--- src/hdl/jcr_pkg.sv ---
// Shared types and constants for the framed joystick command receiver.
// No dependencies; imported by the front, queue, back and top-level modules.
`timescale 1ns / 1ps
`default_nettype none

package jcr_pkg;

  localparam logic [7:0] FRAME_STX = 8'h02;
  localparam logic [7:0] FRAME_ETX = 8'h03;

  // Button command codes ('1'..'4')
  localparam logic [7:0] CODE_SET0 = 8'h31;
  localparam logic [7:0] CODE_CLR0 = 8'h32;
  localparam logic [7:0] CODE_SET1 = 8'h33;
  localparam logic [7:0] CODE_CLR1 = 8'h34;

  localparam logic [15:0] JOY_OFFSET = 16'd200;
  localparam logic [6:0]  DEMO_STEP  = 7'd5;
  localparam logic [6:0]  DEMO_MAX   = 7'd100;
  localparam logic [7:0]  REPLY_BIAS = 8'd4;

  localparam logic [2:0] CNT_BUTTON = 3'd1;
  localparam logic [2:0] CNT_JOY    = 3'd4;
  localparam logic [2:0] CNT_MAX    = 3'd5;

  localparam logic IN_BYTE = 1'b0;
  localparam logic IN_TICK = 1'b1;

  localparam logic OUT_REPLY = 1'b0;
  localparam logic OUT_JOY   = 1'b1;

  typedef enum logic {
    CMD_STATUS,
    CMD_JOY
  } cmd_kind_t;

  typedef enum logic [1:0] {
    BEAT_STX,
    BEAT_BUTTONS,
    BEAT_DEMO,
    BEAT_ETX
  } beat_t;

  // One queued command: a status reply snapshot or a decoded joystick pair
  typedef struct packed {
    cmd_kind_t          kind;
    logic [1:0]         buttons;
    logic [6:0]         demo;
    logic signed [15:0] joy_x;
    logic signed [15:0] joy_y;
  } cmd_t;

endpackage

`default_nettype wire

--- src/hdl/jcr_front.sv ---
// Front end: deframes received bytes, counts ticks and queues commands.
// Depends on jcr_pkg.
`timescale 1ns / 1ps
`default_nettype none

module jcr_front
  import jcr_pkg::*;
(
  input  wire logic        clk,
  input  wire logic        rst_n,
  input  wire logic        item_accept,
  input  wire logic        item_kind,
  input  wire logic [7:0]  item_byte,
  input  wire logic [15:0] interval_ms,
  output cmd_t             cmd,
  output logic             cmd_push
);

  logic        in_frame_r, in_frame_nxt;
  logic [2:0]  byte_count_r, byte_count_nxt;
  logic [1:0]  buttons_r, buttons_nxt;
  logic [6:0]  demo_r, demo_nxt;
  logic [16:0] elapsed_r, elapsed_nxt;
  logic [7:0]  data_r [4];
  logic        data_we;

  logic [16:0] elapsed_inc;
  logic [6:0]  demo_step;
  logic [15:0] x_sum, y_sum;

  assign elapsed_inc = elapsed_r + 17'd1;
  assign demo_step   = demo_r + DEMO_STEP;
  assign x_sum = {1'b0, data_r[0], 7'b0} + {8'b0, data_r[1]} - JOY_OFFSET;
  assign y_sum = {1'b0, data_r[2], 7'b0} + {8'b0, data_r[3]} - JOY_OFFSET;

  always_comb begin
    in_frame_nxt   = in_frame_r;
    byte_count_nxt = byte_count_r;
    buttons_nxt    = buttons_r;
    demo_nxt       = demo_r;
    elapsed_nxt    = elapsed_r;
    data_we        = 1'b0;
    cmd_push       = 1'b0;
    cmd.kind       = CMD_STATUS;
    cmd.joy_x      = x_sum;
    cmd.joy_y      = y_sum;

    if (item_accept) begin
      if (item_kind == IN_TICK) begin
        if (elapsed_inc > {1'b0, interval_ms}) begin
          demo_nxt    = (demo_step > DEMO_MAX) ? 7'd0 : demo_step;
          elapsed_nxt = 17'd0;
          cmd_push    = 1'b1;
        end else begin
          elapsed_nxt = elapsed_inc;
        end
      end else if (!in_frame_r) begin
        if (item_byte == FRAME_STX) begin
          in_frame_nxt   = 1'b1;
          byte_count_nxt = 3'd0;
        end
      end else if (item_byte == FRAME_ETX) begin
        in_frame_nxt   = 1'b0;
        byte_count_nxt = 3'd0;
        if (byte_count_r == CNT_BUTTON) begin
          unique case (data_r[0])
            CODE_SET0: buttons_nxt = buttons_r | 2'b01;
            CODE_CLR0: buttons_nxt = buttons_r & 2'b10;
            CODE_SET1: buttons_nxt = buttons_r | 2'b10;
            CODE_CLR1: buttons_nxt = buttons_r & 2'b01;
            default:   buttons_nxt = buttons_r;
          endcase
          cmd_push = 1'b1;
        end else if (byte_count_r == CNT_JOY) begin
          cmd.kind = CMD_JOY;
          cmd_push = 1'b1;
        end
      end else if (byte_count_r >= CNT_MAX) begin
        // sixth byte after STX: over-long frame, drop it
        in_frame_nxt   = 1'b0;
        byte_count_nxt = 3'd0;
      end else begin
        data_we        = (byte_count_r < CNT_JOY);
        byte_count_nxt = byte_count_r + 3'd1;
      end
    end

    // reply carries the state after this item's update
    cmd.buttons = buttons_nxt;
    cmd.demo    = demo_nxt;
  end

  always_ff @(posedge clk) begin
    if (!rst_n) begin
      in_frame_r   <= 1'b0;
      byte_count_r <= 3'd0;
      buttons_r    <= 2'b00;
      demo_r       <= 7'd0;
      elapsed_r    <= 17'd0;
    end else begin
      in_frame_r   <= in_frame_nxt;
      byte_count_r <= byte_count_nxt;
      buttons_r    <= buttons_nxt;
      demo_r       <= demo_nxt;
      elapsed_r    <= elapsed_nxt;
    end
  end

  always_ff @(posedge clk) begin
    if (data_we) begin
      data_r[byte_count_r[1:0]] <= item_byte;
    end
  end

endmodule

`default_nettype wire

--- src/hdl/jcr_queue.sv ---
// Small command FIFO between the front end and the reply sequencer.
// Depends on jcr_pkg.
`timescale 1ns / 1ps
`default_nettype none

module jcr_queue
  import jcr_pkg::*;
#(
  parameter int DEPTH = 4
) (
  input  wire logic clk,
  input  wire logic rst_n,
  input  wire logic push,
  input  cmd_t      push_cmd,
  input  wire logic pop,
  output cmd_t      head,
  output logic      not_empty,
  output logic      full
);

  localparam int PTR_W = $clog2(DEPTH);
  localparam int CNT_W = $clog2(DEPTH + 1);

  cmd_t             mem_r [DEPTH];
  logic [PTR_W-1:0] wr_ptr_r, wr_ptr_nxt;
  logic [PTR_W-1:0] rd_ptr_r, rd_ptr_nxt;
  logic [CNT_W-1:0] count_r, count_nxt;

  assign not_empty = (count_r != '0);
  assign full      = (count_r == CNT_W'(DEPTH));
  assign head      = mem_r[rd_ptr_r];

  always_comb begin
    wr_ptr_nxt = wr_ptr_r;
    rd_ptr_nxt = rd_ptr_r;
    count_nxt  = count_r;
    if (push) begin
      wr_ptr_nxt = (wr_ptr_r == PTR_W'(DEPTH - 1)) ? '0 : wr_ptr_r + PTR_W'(1);
    end
    if (pop) begin
      rd_ptr_nxt = (rd_ptr_r == PTR_W'(DEPTH - 1)) ? '0 : rd_ptr_r + PTR_W'(1);
    end
    if (push && !pop) begin
      count_nxt = count_r + CNT_W'(1);
    end else if (pop && !push) begin
      count_nxt = count_r - CNT_W'(1);
    end
  end

  always_ff @(posedge clk) begin
    if (!rst_n) begin
      wr_ptr_r <= '0;
      rd_ptr_r <= '0;
      count_r  <= '0;
    end else begin
      wr_ptr_r <= wr_ptr_nxt;
      rd_ptr_r <= rd_ptr_nxt;
      count_r  <= count_nxt;
    end
  end

  always_ff @(posedge clk) begin
    if (push) begin
      mem_r[wr_ptr_r] <= push_cmd;
    end
  end

endmodule

`default_nettype wire

--- src/hdl/jcr_back.sv ---
// Back end: expands queued commands into result items in an output register.
// Depends on jcr_pkg.
`timescale 1ns / 1ps
`default_nettype none

module jcr_back
  import jcr_pkg::*;
(
  input  wire logic                clk,
  input  wire logic                rst_n,
  input  cmd_t                     head,
  input  wire logic                head_valid,
  output logic                     pop,
  output logic                     out_valid,
  input  wire logic                out_ready,
  output logic                     out_kind,
  output logic [7:0]               out_byte,
  output logic signed [15:0]       out_x,
  output logic signed [15:0]       out_y,
  output logic                     out_last
);

  logic               valid_r;
  logic               kind_r;
  logic [7:0]         byte_r;
  logic signed [15:0] x_r, y_r;
  logic               last_r;
  beat_t              beat_r, beat_nxt;

  logic       load;
  logic [7:0] beat_byte;
  logic       beat_last;

  assign load = head_valid && (!valid_r || out_ready);

  always_comb begin
    unique case (beat_r)
      BEAT_STX:     beat_byte = FRAME_STX;
      BEAT_BUTTONS: beat_byte = {4'b0, head.buttons, 2'b00} + REPLY_BIAS;
      BEAT_DEMO:    beat_byte = {1'b0, head.demo} + REPLY_BIAS;
      BEAT_ETX:     beat_byte = FRAME_ETX;
      default:      beat_byte = FRAME_ETX;
    endcase
    beat_last = (head.kind == CMD_JOY) || (beat_r == BEAT_ETX);
    pop       = load && beat_last;
    beat_nxt  = beat_r;
    if (load) begin
      beat_nxt = beat_last ? BEAT_STX : beat_t'(beat_r + 2'd1);
    end
  end

  always_ff @(posedge clk) begin
    if (!rst_n) begin
      valid_r <= 1'b0;
      beat_r  <= BEAT_STX;
    end else begin
      beat_r <= beat_nxt;
      if (load) begin
        valid_r <= 1'b1;
      end else if (out_ready) begin
        valid_r <= 1'b0;
      end
    end
  end

  always_ff @(posedge clk) begin
    if (load) begin
      last_r <= beat_last;
      if (head.kind == CMD_JOY) begin
        kind_r <= OUT_JOY;
        byte_r <= 8'd0;
        x_r    <= head.joy_x;
        y_r    <= head.joy_y;
      end else begin
        kind_r <= OUT_REPLY;
        byte_r <= beat_byte;
        x_r    <= '0;
        y_r    <= '0;
      end
    end
  end

  assign out_valid = valid_r;
  assign out_kind  = kind_r;
  assign out_byte  = byte_r;
  assign out_x     = x_r;
  assign out_y     = y_r;
  assign out_last  = last_r;

endmodule

`default_nettype wire

--- src/hdl/framed_joystick_command_receiver.sv ---
// Framed joystick command receiver, top level. Uses jcr_pkg, jcr_front, jcr_queue, jcr_back.
// Path: an accepted item is decoded, queued in jcr_queue, then registered by jcr_back.
// Throughput: one input item per cycle while the command queue has room; the back end emits
//   one result per cycle while out_tready is high: a status reply is four, a joystick one.
// Reset: synchronous active-low rst_n clears deframer, buttons, demo, tick count,
//   queue and output valid; interval_ms returns to 1000.
`timescale 1ns / 1ps
`default_nettype none

module framed_joystick_command_receiver
  import jcr_pkg::*;
#(
  parameter int QUEUE_DEPTH = 4
) (
  input  wire logic        clk,
  input  wire logic        rst_n,
  // input item stream
  input  wire logic        in_tvalid,
  output logic             in_tready,
  input  wire logic [7:0]  in_tdata,   // [7:0] rx_byte
  input  wire logic        in_tuser,   // [0] kind (0 byte, 1 tick)
  // result stream
  output logic             out_tvalid,
  input  wire logic        out_tready,
  output logic [39:0]      out_tdata,  // [7:0] tx_byte, [23:8] joy_x, [39:24] joy_y
  output logic             out_tuser,  // [0] out_kind (0 reply byte, 1 joystick)
  output logic             out_tlast,
  // configuration (APB style)
  input  wire logic        cfg_psel,
  input  wire logic        cfg_penable,
  input  wire logic        cfg_pwrite,
  input  wire logic [2:0]  cfg_paddr,
  input  wire logic [31:0] cfg_pwdata,
  output logic [31:0]      cfg_prdata,
  output logic             cfg_pready
);

  logic [15:0] interval_r;
  logic        cfg_wr;

  logic        item_accept;
  cmd_t        front_cmd;
  logic        front_push;
  cmd_t        q_head;
  logic        q_not_empty;
  logic        q_full;
  logic        back_pop;

  logic               res_kind;
  logic [7:0]         res_byte;
  logic signed [15:0] res_x, res_y;

  // --- configuration: single register interval_ms at byte address 0
  assign cfg_pready = 1'b1;
  assign cfg_wr     = cfg_psel && cfg_penable && cfg_pwrite && cfg_pready;
  assign cfg_prdata = cfg_paddr[2] ? 32'd0 : {16'd0, interval_r};

  always_ff @(posedge clk) begin
    if (!rst_n) begin
      interval_r <= 16'd1000;
    end else if (cfg_wr && !cfg_paddr[2]) begin
      interval_r <= cfg_pwdata[15:0];
    end
  end

  // --- front end: takes every item while the queue has a free slot
  assign in_tready   = !q_full;
  assign item_accept = in_tvalid && in_tready;

  jcr_front u_front (
    .clk         (clk),
    .rst_n       (rst_n),
    .item_accept (item_accept),
    .item_kind   (in_tuser),
    .item_byte   (in_tdata),
    .interval_ms (interval_r),
    .cmd         (front_cmd),
    .cmd_push    (front_push)
  );

  // --- command queue decouples deframing from reply sequencing
  jcr_queue #(
    .DEPTH (QUEUE_DEPTH)
  ) u_queue (
    .clk       (clk),
    .rst_n     (rst_n),
    .push      (front_push),
    .push_cmd  (front_cmd),
    .pop       (back_pop),
    .head      (q_head),
    .not_empty (q_not_empty),
    .full      (q_full)
  );

  // --- back end: one result per cycle into the output register while out_tready is high
  jcr_back u_back (
    .clk        (clk),
    .rst_n      (rst_n),
    .head       (q_head),
    .head_valid (q_not_empty),
    .pop        (back_pop),
    .out_valid  (out_tvalid),
    .out_ready  (out_tready),
    .out_kind   (res_kind),
    .out_byte   (res_byte),
    .out_x      (res_x),
    .out_y      (res_y),
    .out_last   (out_tlast)
  );

  assign out_tuser = res_kind;
  assign out_tdata = {res_y, res_x, res_byte};

endmodule

`default_nettype wire
--- config.mk ---
export PLATFORM = sky130hd
export DESIGN_NAME = framed_joystick_command_receiver
export DESIGN_NICKNAME = d
export VERILOG_FILES = /design/src/hdl/jcr_pkg.sv /design/src/hdl/jcr_front.sv /design/src/hdl/jcr_queue.sv /design/src/hdl/jcr_back.sv /design/src/hdl/framed_joystick_command_receiver.sv
export SDC_FILE = /design/constraint.sdc
export NUM_CORES = 1
export LEC_CHECK = 0
export BUFFER_PORTS_ARGS = -buffer_cell sky130_fd_sc_hd__buf_4
export CAP_MARGIN = 30
export CORE_UTILIZATION = 60
export DETAILED_ROUTE_END_ITERATION = 7
export MAX_ROUTING_LAYER = met4
export PLACE_DENSITY = 0.81
export RECOVER_POWER = 25
export SLEW_MARGIN = 25
export SYNTH_ARGS = -nofsm -noshare
export SYNTH_HDL_FRONTEND = slang
export SYNTH_SLANG_ARGS = --single-unit
--- constraint.sdc ---
create_clock -name clk -period 10.4 [get_ports clk]
set_input_delay 1.04 -clock clk [delete_from_list [all_inputs] [get_ports clk]]
set_output_delay 1.04 -clock clk [all_outputs]
set_load 0.01 [all_outputs]
# Word level (Yosys, flattened, before mapping)
# Memory sizes are Yosys's and may differ from the RTL's. A register that Yosys moved wholly into a read port is not among the register bits.
# Index checks and enable logic that the tools add are counted.
# op_classes
shifts	0
bitwise	1
n_div	0
n_mul	0
add_sub_neg	14
n_reduce_logical	23
n_eq_ne	14
muxes	52
order_cmp	4
# ops
cell	n
$add 15x8->16	2
$eq 8x6->1 const B	4
$pmux 8 s4	1
$sub 16x8->16 const B	2
$mux 1	28
$mux 7	4
$mux 2	10
$mux 3	6
$add 17x1->17 const B	1
$gt 17x16->1	1
$mux 17	1
$eq 8x2->1 const B	2
$mux 16	1
$add 7x3->8 const B	1
$eq 2x2->1 const B	4
$logic_and 1x1->1	8
$pmux 2 s4	1
$add 7x3->7 const B	1
$gt 7x7->1 const B	1
$add 2x1->2 const B	3
$add 3x1->3 const B	2
$eq 3x3->1 const B	2
$reduce_bool 2->1	3
$add 4x3->5 const B	1
other kinds (12)	18
# word_totals
inputBits	51
out_inout_bits	77
memories	2
ram_bits	200
mem_bits_ro	0
latchBits	0
reg_bits	98
elab_cells	126
# mem_list
name	depth	width	rd	rd_ports_with_merged_regs	write_ports	line_no	rtl
u_queue.mem_r	4	42	1	1	1	jcr_queue.sv:24	cmd_t mem_r [DEPTH];
u_front.data_r	4	8	4	0	1	jcr_front.sv:24	logic [7:0] data_r [4];

# Longest topological paths before layout
# depth
depth_word	11
ltp_mapped	18
ltp_nobuf	17

# Modules after synthesis
# Synthesis repeated with hierarchy kept, for this count alone.
# hier_totals
hier_cells	901
area_unflattened_um2	13161.4
# by_module_without_submodules
mod	cells_per_inst	area_per_inst_um2	seq_area_each_um2	n_inst
jcr_queue	264	6572.6	5225.0	1
jcr_front	403	3777.4	1561.5	1
jcr_back	126	1864.3	1321.3	1
framed_joystick_command_receiver	108	947.2	320.3	1

# Least setup slack after synthesis
# OpenSTA, ideal clock, no wires.
# synth_timing
path_kind	reg2reg
from	register u_front.elapsed_r[0]
to	memory u_queue.mem_r[0][0] (netlist bit) (enable)
path_stages_with_launch	14
period_less_slack_ns	4.308
setup_time_ns	0.404
arrival_ns	3.904
required_ns	9.996
path_slack_ns	6.092
path_buffers	1
cell_sequence	dfxtp_1 > ha_1 > nand3_1 > nor3_1 > nand4_1 > xnor2_1 > ha_1 > o21a_1 > o21a_1 > o21ai_0 > a211o_1 > clkbuf_1 > nand3_1 > and2_1
# synth_via
elab_chain_len	7
# synth_rtl
element	line_no	rtl
start, declared	jcr_front.sv:23	logic [16:0] elapsed_r, elapsed_nxt;
start signal, assigned	jcr_front.sv:105	elapsed_r <= elapsed_nxt;
$add 17x1->17	jcr_front.sv:31	assign elapsed_inc = elapsed_r + 17'd1;
$gt 17x16->1	jcr_front.sv:50	if (elapsed_inc > {1'b0, interval_ms}) begin
$mux 1	jcr_front.sv:50	
$mux 1	jcr_front.sv:49	if (item_kind == IN_TICK) begin
$mux 1	jcr_front.sv:48	if (item_accept) begin
via front_push	framed_joystick_command_receiver.sv:43	logic front_push;
$mux 1	jcr_queue.sv:63	if (push) begin
$mux 1 (not written as such)	jcr_queue.sv:64	mem_r[wr_ptr_r] <= push_cmd;
end, declared	jcr_queue.sv:24	
# The timed path passes the listed nets, and every way through them passes these cells.

# Worst setup path after layout
# layout_timing
from	register u_front.elapsed_r[0]
to	register u_queue.count_r[2]
# layout_via
elab_chain_len	8
elab_cells_between_ends	10
cone_classes	1 x add/sub; 1 x order compare; 4 x mux; 4 x reduce/logical
# layout_rtl
element	line_no	rtl
$add 17x1->17 *	jcr_front.sv:31	
$gt 17x16->1 *	jcr_front.sv:50	
$mux 1 *	jcr_front.sv:50	
$mux 1 *	jcr_front.sv:49	
$mux 1 *	jcr_front.sv:48	
via front_push	framed_joystick_command_receiver.sv:43	
$logic_not 1->1	jcr_queue.sv:45	end else if (pop && !push) begin
$logic_and 1x1->1	jcr_queue.sv:45	
$reduce_bool 2->1 (no source line)	-	
end signal, assigned	jcr_queue.sv:58	count_r <= count_nxt;
end, declared	jcr_queue.sv:27	logic [CNT_W-1:0] count_r, count_nxt;
# The timed path passes the listed nets; every way through them passes the cells marked *.
# A chain may end at the register's enable or synchronous reset.

==> metrics.cfg <==
[detailed_routing]
viasPerCell = 5.98
routed-wl-met2_mm = 12.9
num_vias = 7877
drtIter0Drc = 613
drc = 0
firstDrtPassIters = 5
wl_met3_mm = 1.51
antenna_left = 0
routed.top_layer = met4
drt-total-wl_mm = 25.8
wl_per_cell_um = 19.6
wl_met1_mm = 10.6

[die]
core_area_mm2 = 0.0211
initial_utilization_pct = 61.3
die_h_um = 149
fp.dieArea_mm2 = 0.0221
dieWidth_um = 149
num_rows = 53
io_pins = 128

[critical_path]
endpoint_kind = flip-flop
rr_endpoint = u_queue.count_r[2]
crit_chain = ha_1, nand3_1, nor3_1, nand3_1, xnor2_1, ha_1, nand4_1, or4_1, o21ai_0, a211o_1, nand3_1, ha_1, inv_1, fa_1, xor2_1, or3_1, a21oi_1
cp_slowest_cell = nor3_1
critPathKind = reg -> reg
cp_max_fo = 14
cp_slowest_stage_delay_ns = 0.61
ff2ff_path_depth = 17
rr_startpoint = u_front.elapsed_r[0]
critPathRequiredTime_ns = 10.85
arrival_ns = 5.47
startpoint_type = flip-flop
reg2reg_slack_ns = 5.38

[sta]
min_period_ns = 5.02
setup_viol = 0
rsz0062_at_grt = false
maxSlewViolCount = 79
hold_viol = 0
skew_ns = 0.0133
slew_headroom_pct = -74.4
worstMarginPinSlew_ns = 2.62
tns_ns = 0
max_freq_mhz = 199
fin_crit_sh_pct = 48.3

[power_and_ir_drop]
p_per_area_mw_per_mm2 = 185
ir_drop_uv = 122
p_leak_nw = 5.27

[yosys]
ys.flop_type = edfxtp_1
synth_top_cell_area_share_pct = 56.2
seq_area_frac_synth_pct = 65.2
syn_area_mm2 = 0.0129
synth_edf_count = 242
synth_area_leaders = edfxtp_1 56%, dfxtp_1 9.0%, mux4_2 7.3%
yosys_register_bits = 300
syn_area_per_cell_um2 = 14.0
synth.largest_area_cell = edfxtp_1
synth_cell_types = 63
syn_inst = 921
yosys_warnings = 0
async_reset_ff_share_pct = 0

[clocking]
cts_root_buf = clkbuf_16
cts_tree = done
clock_latency_ns = 0.54
cts-buffers-inserted = 29
clkSinkCount = 300
htreeDepth = 1
clk_transition_reported_paths_ns = 0.06
clk_path_buf_depth = 3
post_cts_resized = 0
cts_hold_buf = 0
cts_setup_buffers = 0

[layout]
final_cell_mix = 242 x edfxtp_1, 92 x buf_4, 73 x nand2_1
n_antenna_cell = 0
num-fill-cells = 1408
layout-drive-gt1-share_pct = 18.6
fin_cells = 1317
nNetsFinal = 1110
multi_input_area_mm2 = 0.00412
seq_area_mm2 = 0.00843
final_common_cell = edfxtp_1
syn_to_final_growth_pct = 14.0

[global_routing]
overflow = 0
grt_max_degree = 46
grt_pass1_vias = 7771
grtUsageTotal_pct = 24.8
grt_pass1_wl_mm = 40.6
antenna_found_initial = 0

[run]
drv_cap = 2

[outcome]
violations = capacitance limit, slew limit
status = complete, but fails checks

[place]
dpl.cell_count = 1264
dpl.hpwl_mm = 16.6
place_congestion = 0.842
io_buffer_count = 92

[hold_path]
whs_path_depth = 2
whs_endpoint = interval_r[1]
hp-start = interval_r[1]
holdCritPathClass = reg -> reg

cells by family after synthesis:
kind of cell	count (synthesis)	synth area share, %
adder cells (fa/ha/maj)	39	3.83
flip-flops	300	65.2
buffers and inverters	99	3.44
XOR/XNOR	40	2.71
multiplexers	44	7.47
other	2	0.0581
AO/OA/AOI/OAI	128	6.89
AND/OR/NAND/NOR	269	10.4
worst max-delay path, delay by kind of cell, from the launching register on:
family | cells | cell delay, ns
AND/OR/NAND/NOR | 7 | 2.33
adder cells (fa/ha/maj) | 4 | 1.07
AO/OA/AOI/OAI | 3 | 0.75
flip-flops | 1 | 0.44
XOR/XNOR | 2 | 0.27
buffers and inverters | 1 | 0.07
worst max path at each step:
stage / start / end / slack, ns
global route: u_front.elapsed_r[0] / u_queue.count_r[2] / 5.01
detailed placement: u_front.elapsed_r[0] / u_queue.count_r[2] / 5.51
floorplan: u_front.elapsed_r[0] / u_queue.mem_r[0][0] / 6.09
finish: u_front.elapsed_r[0] / u_queue.count_r[2] / 5.38
global placement: u_front.elapsed_r[0] / u_queue.mem_r[2][23] / 5.59
CTS: u_front.elapsed_r[0] / u_queue.count_r[2] / 5.44
routing by layer:
layer | GRT usage [%] | up-vias
met4 | 8.42 | 0
li1 | - | 3621
met1 | 31.8 | 3877
met3 | 2.94 | 47
met2 | 41.5 | 332
met5 | - | -
flip-flops by register name (all words and copies together) (netlist names), named ones only:
signal                count
u_back.out_byte           8
u_queue.count_r           3
u_back.out_y             16
u_front.buttons_r         2
interval_r               16
u_front.elapsed_r        17
u_front.byte_count_r      3
u_queue.mem_r           168
u_front.data_r           32
u_queue.rd_ptr_r          2
u_back.out_last           1
u_back.beat_r             2
u_queue.wr_ptr_r          2
u_back.out_valid          1
u_back.out_kind           1
u_front.demo_r            7
u_back.out_x             16
u_front.in_frame_r        1
area by class of cell:
| class | count | share of cell area, % |
|---|---|---|
| clock inverter | 18 | 1.18 |
| multi-input combinational | 537 | 27.9 |
| inverter | 48 | 1.22 |
| clock buffer | 35 | 5.08 |
| tap | 275 | 2.34 |
| timing repair buffer | 104 | 5.02 |
| sequential | 300 | 57.2 |
report_power, final:
group          internal, mW  switching [mW]
sequential             1.38          0.0259
clock                 0.586           0.429
combinational         0.141           0.171
stage by stage:
stage	utilization (%)	hold WS (ns)	worst slack, ns	power (mW)	instance area [um2]
floorplan	-	0.436	6.09	1.60	13000
global placement	65.7	0.444	5.59	1.73	13900
detailed placement	65.7	0.446	5.51	1.74	13900
CTS	70.1	0.454	5.44	2.75	14800
global route	69.9	0.468	5.01	2.82	14700
finish	69.9	0.453	5.38	2.73	14700
cells in the mapped netlist, drive strengths merged, types with 3 or more instances:
master and n:
edfxtp 242, nand2 73, nor2 64, dfxtp 58
inv 48, and2 44, mux4 42, ha 38
a21oi 33, buf 28, clkbuf 23, nor3 20
xnor2 20, xor2 20, a22o 14, nand3 14
o21ai 13, o31ai 10, nand4 9, or4 9
o211ai 8, nand2b 7, or3 7, o22ai 6
o41ai 6, and3 5, nor4 5, a22oi 4
a31oi 4, o21a 4, a211oi 3, nor2b 3
o2bb2ai 3, o32ai 3
Power figures use the tool's default switching activity.
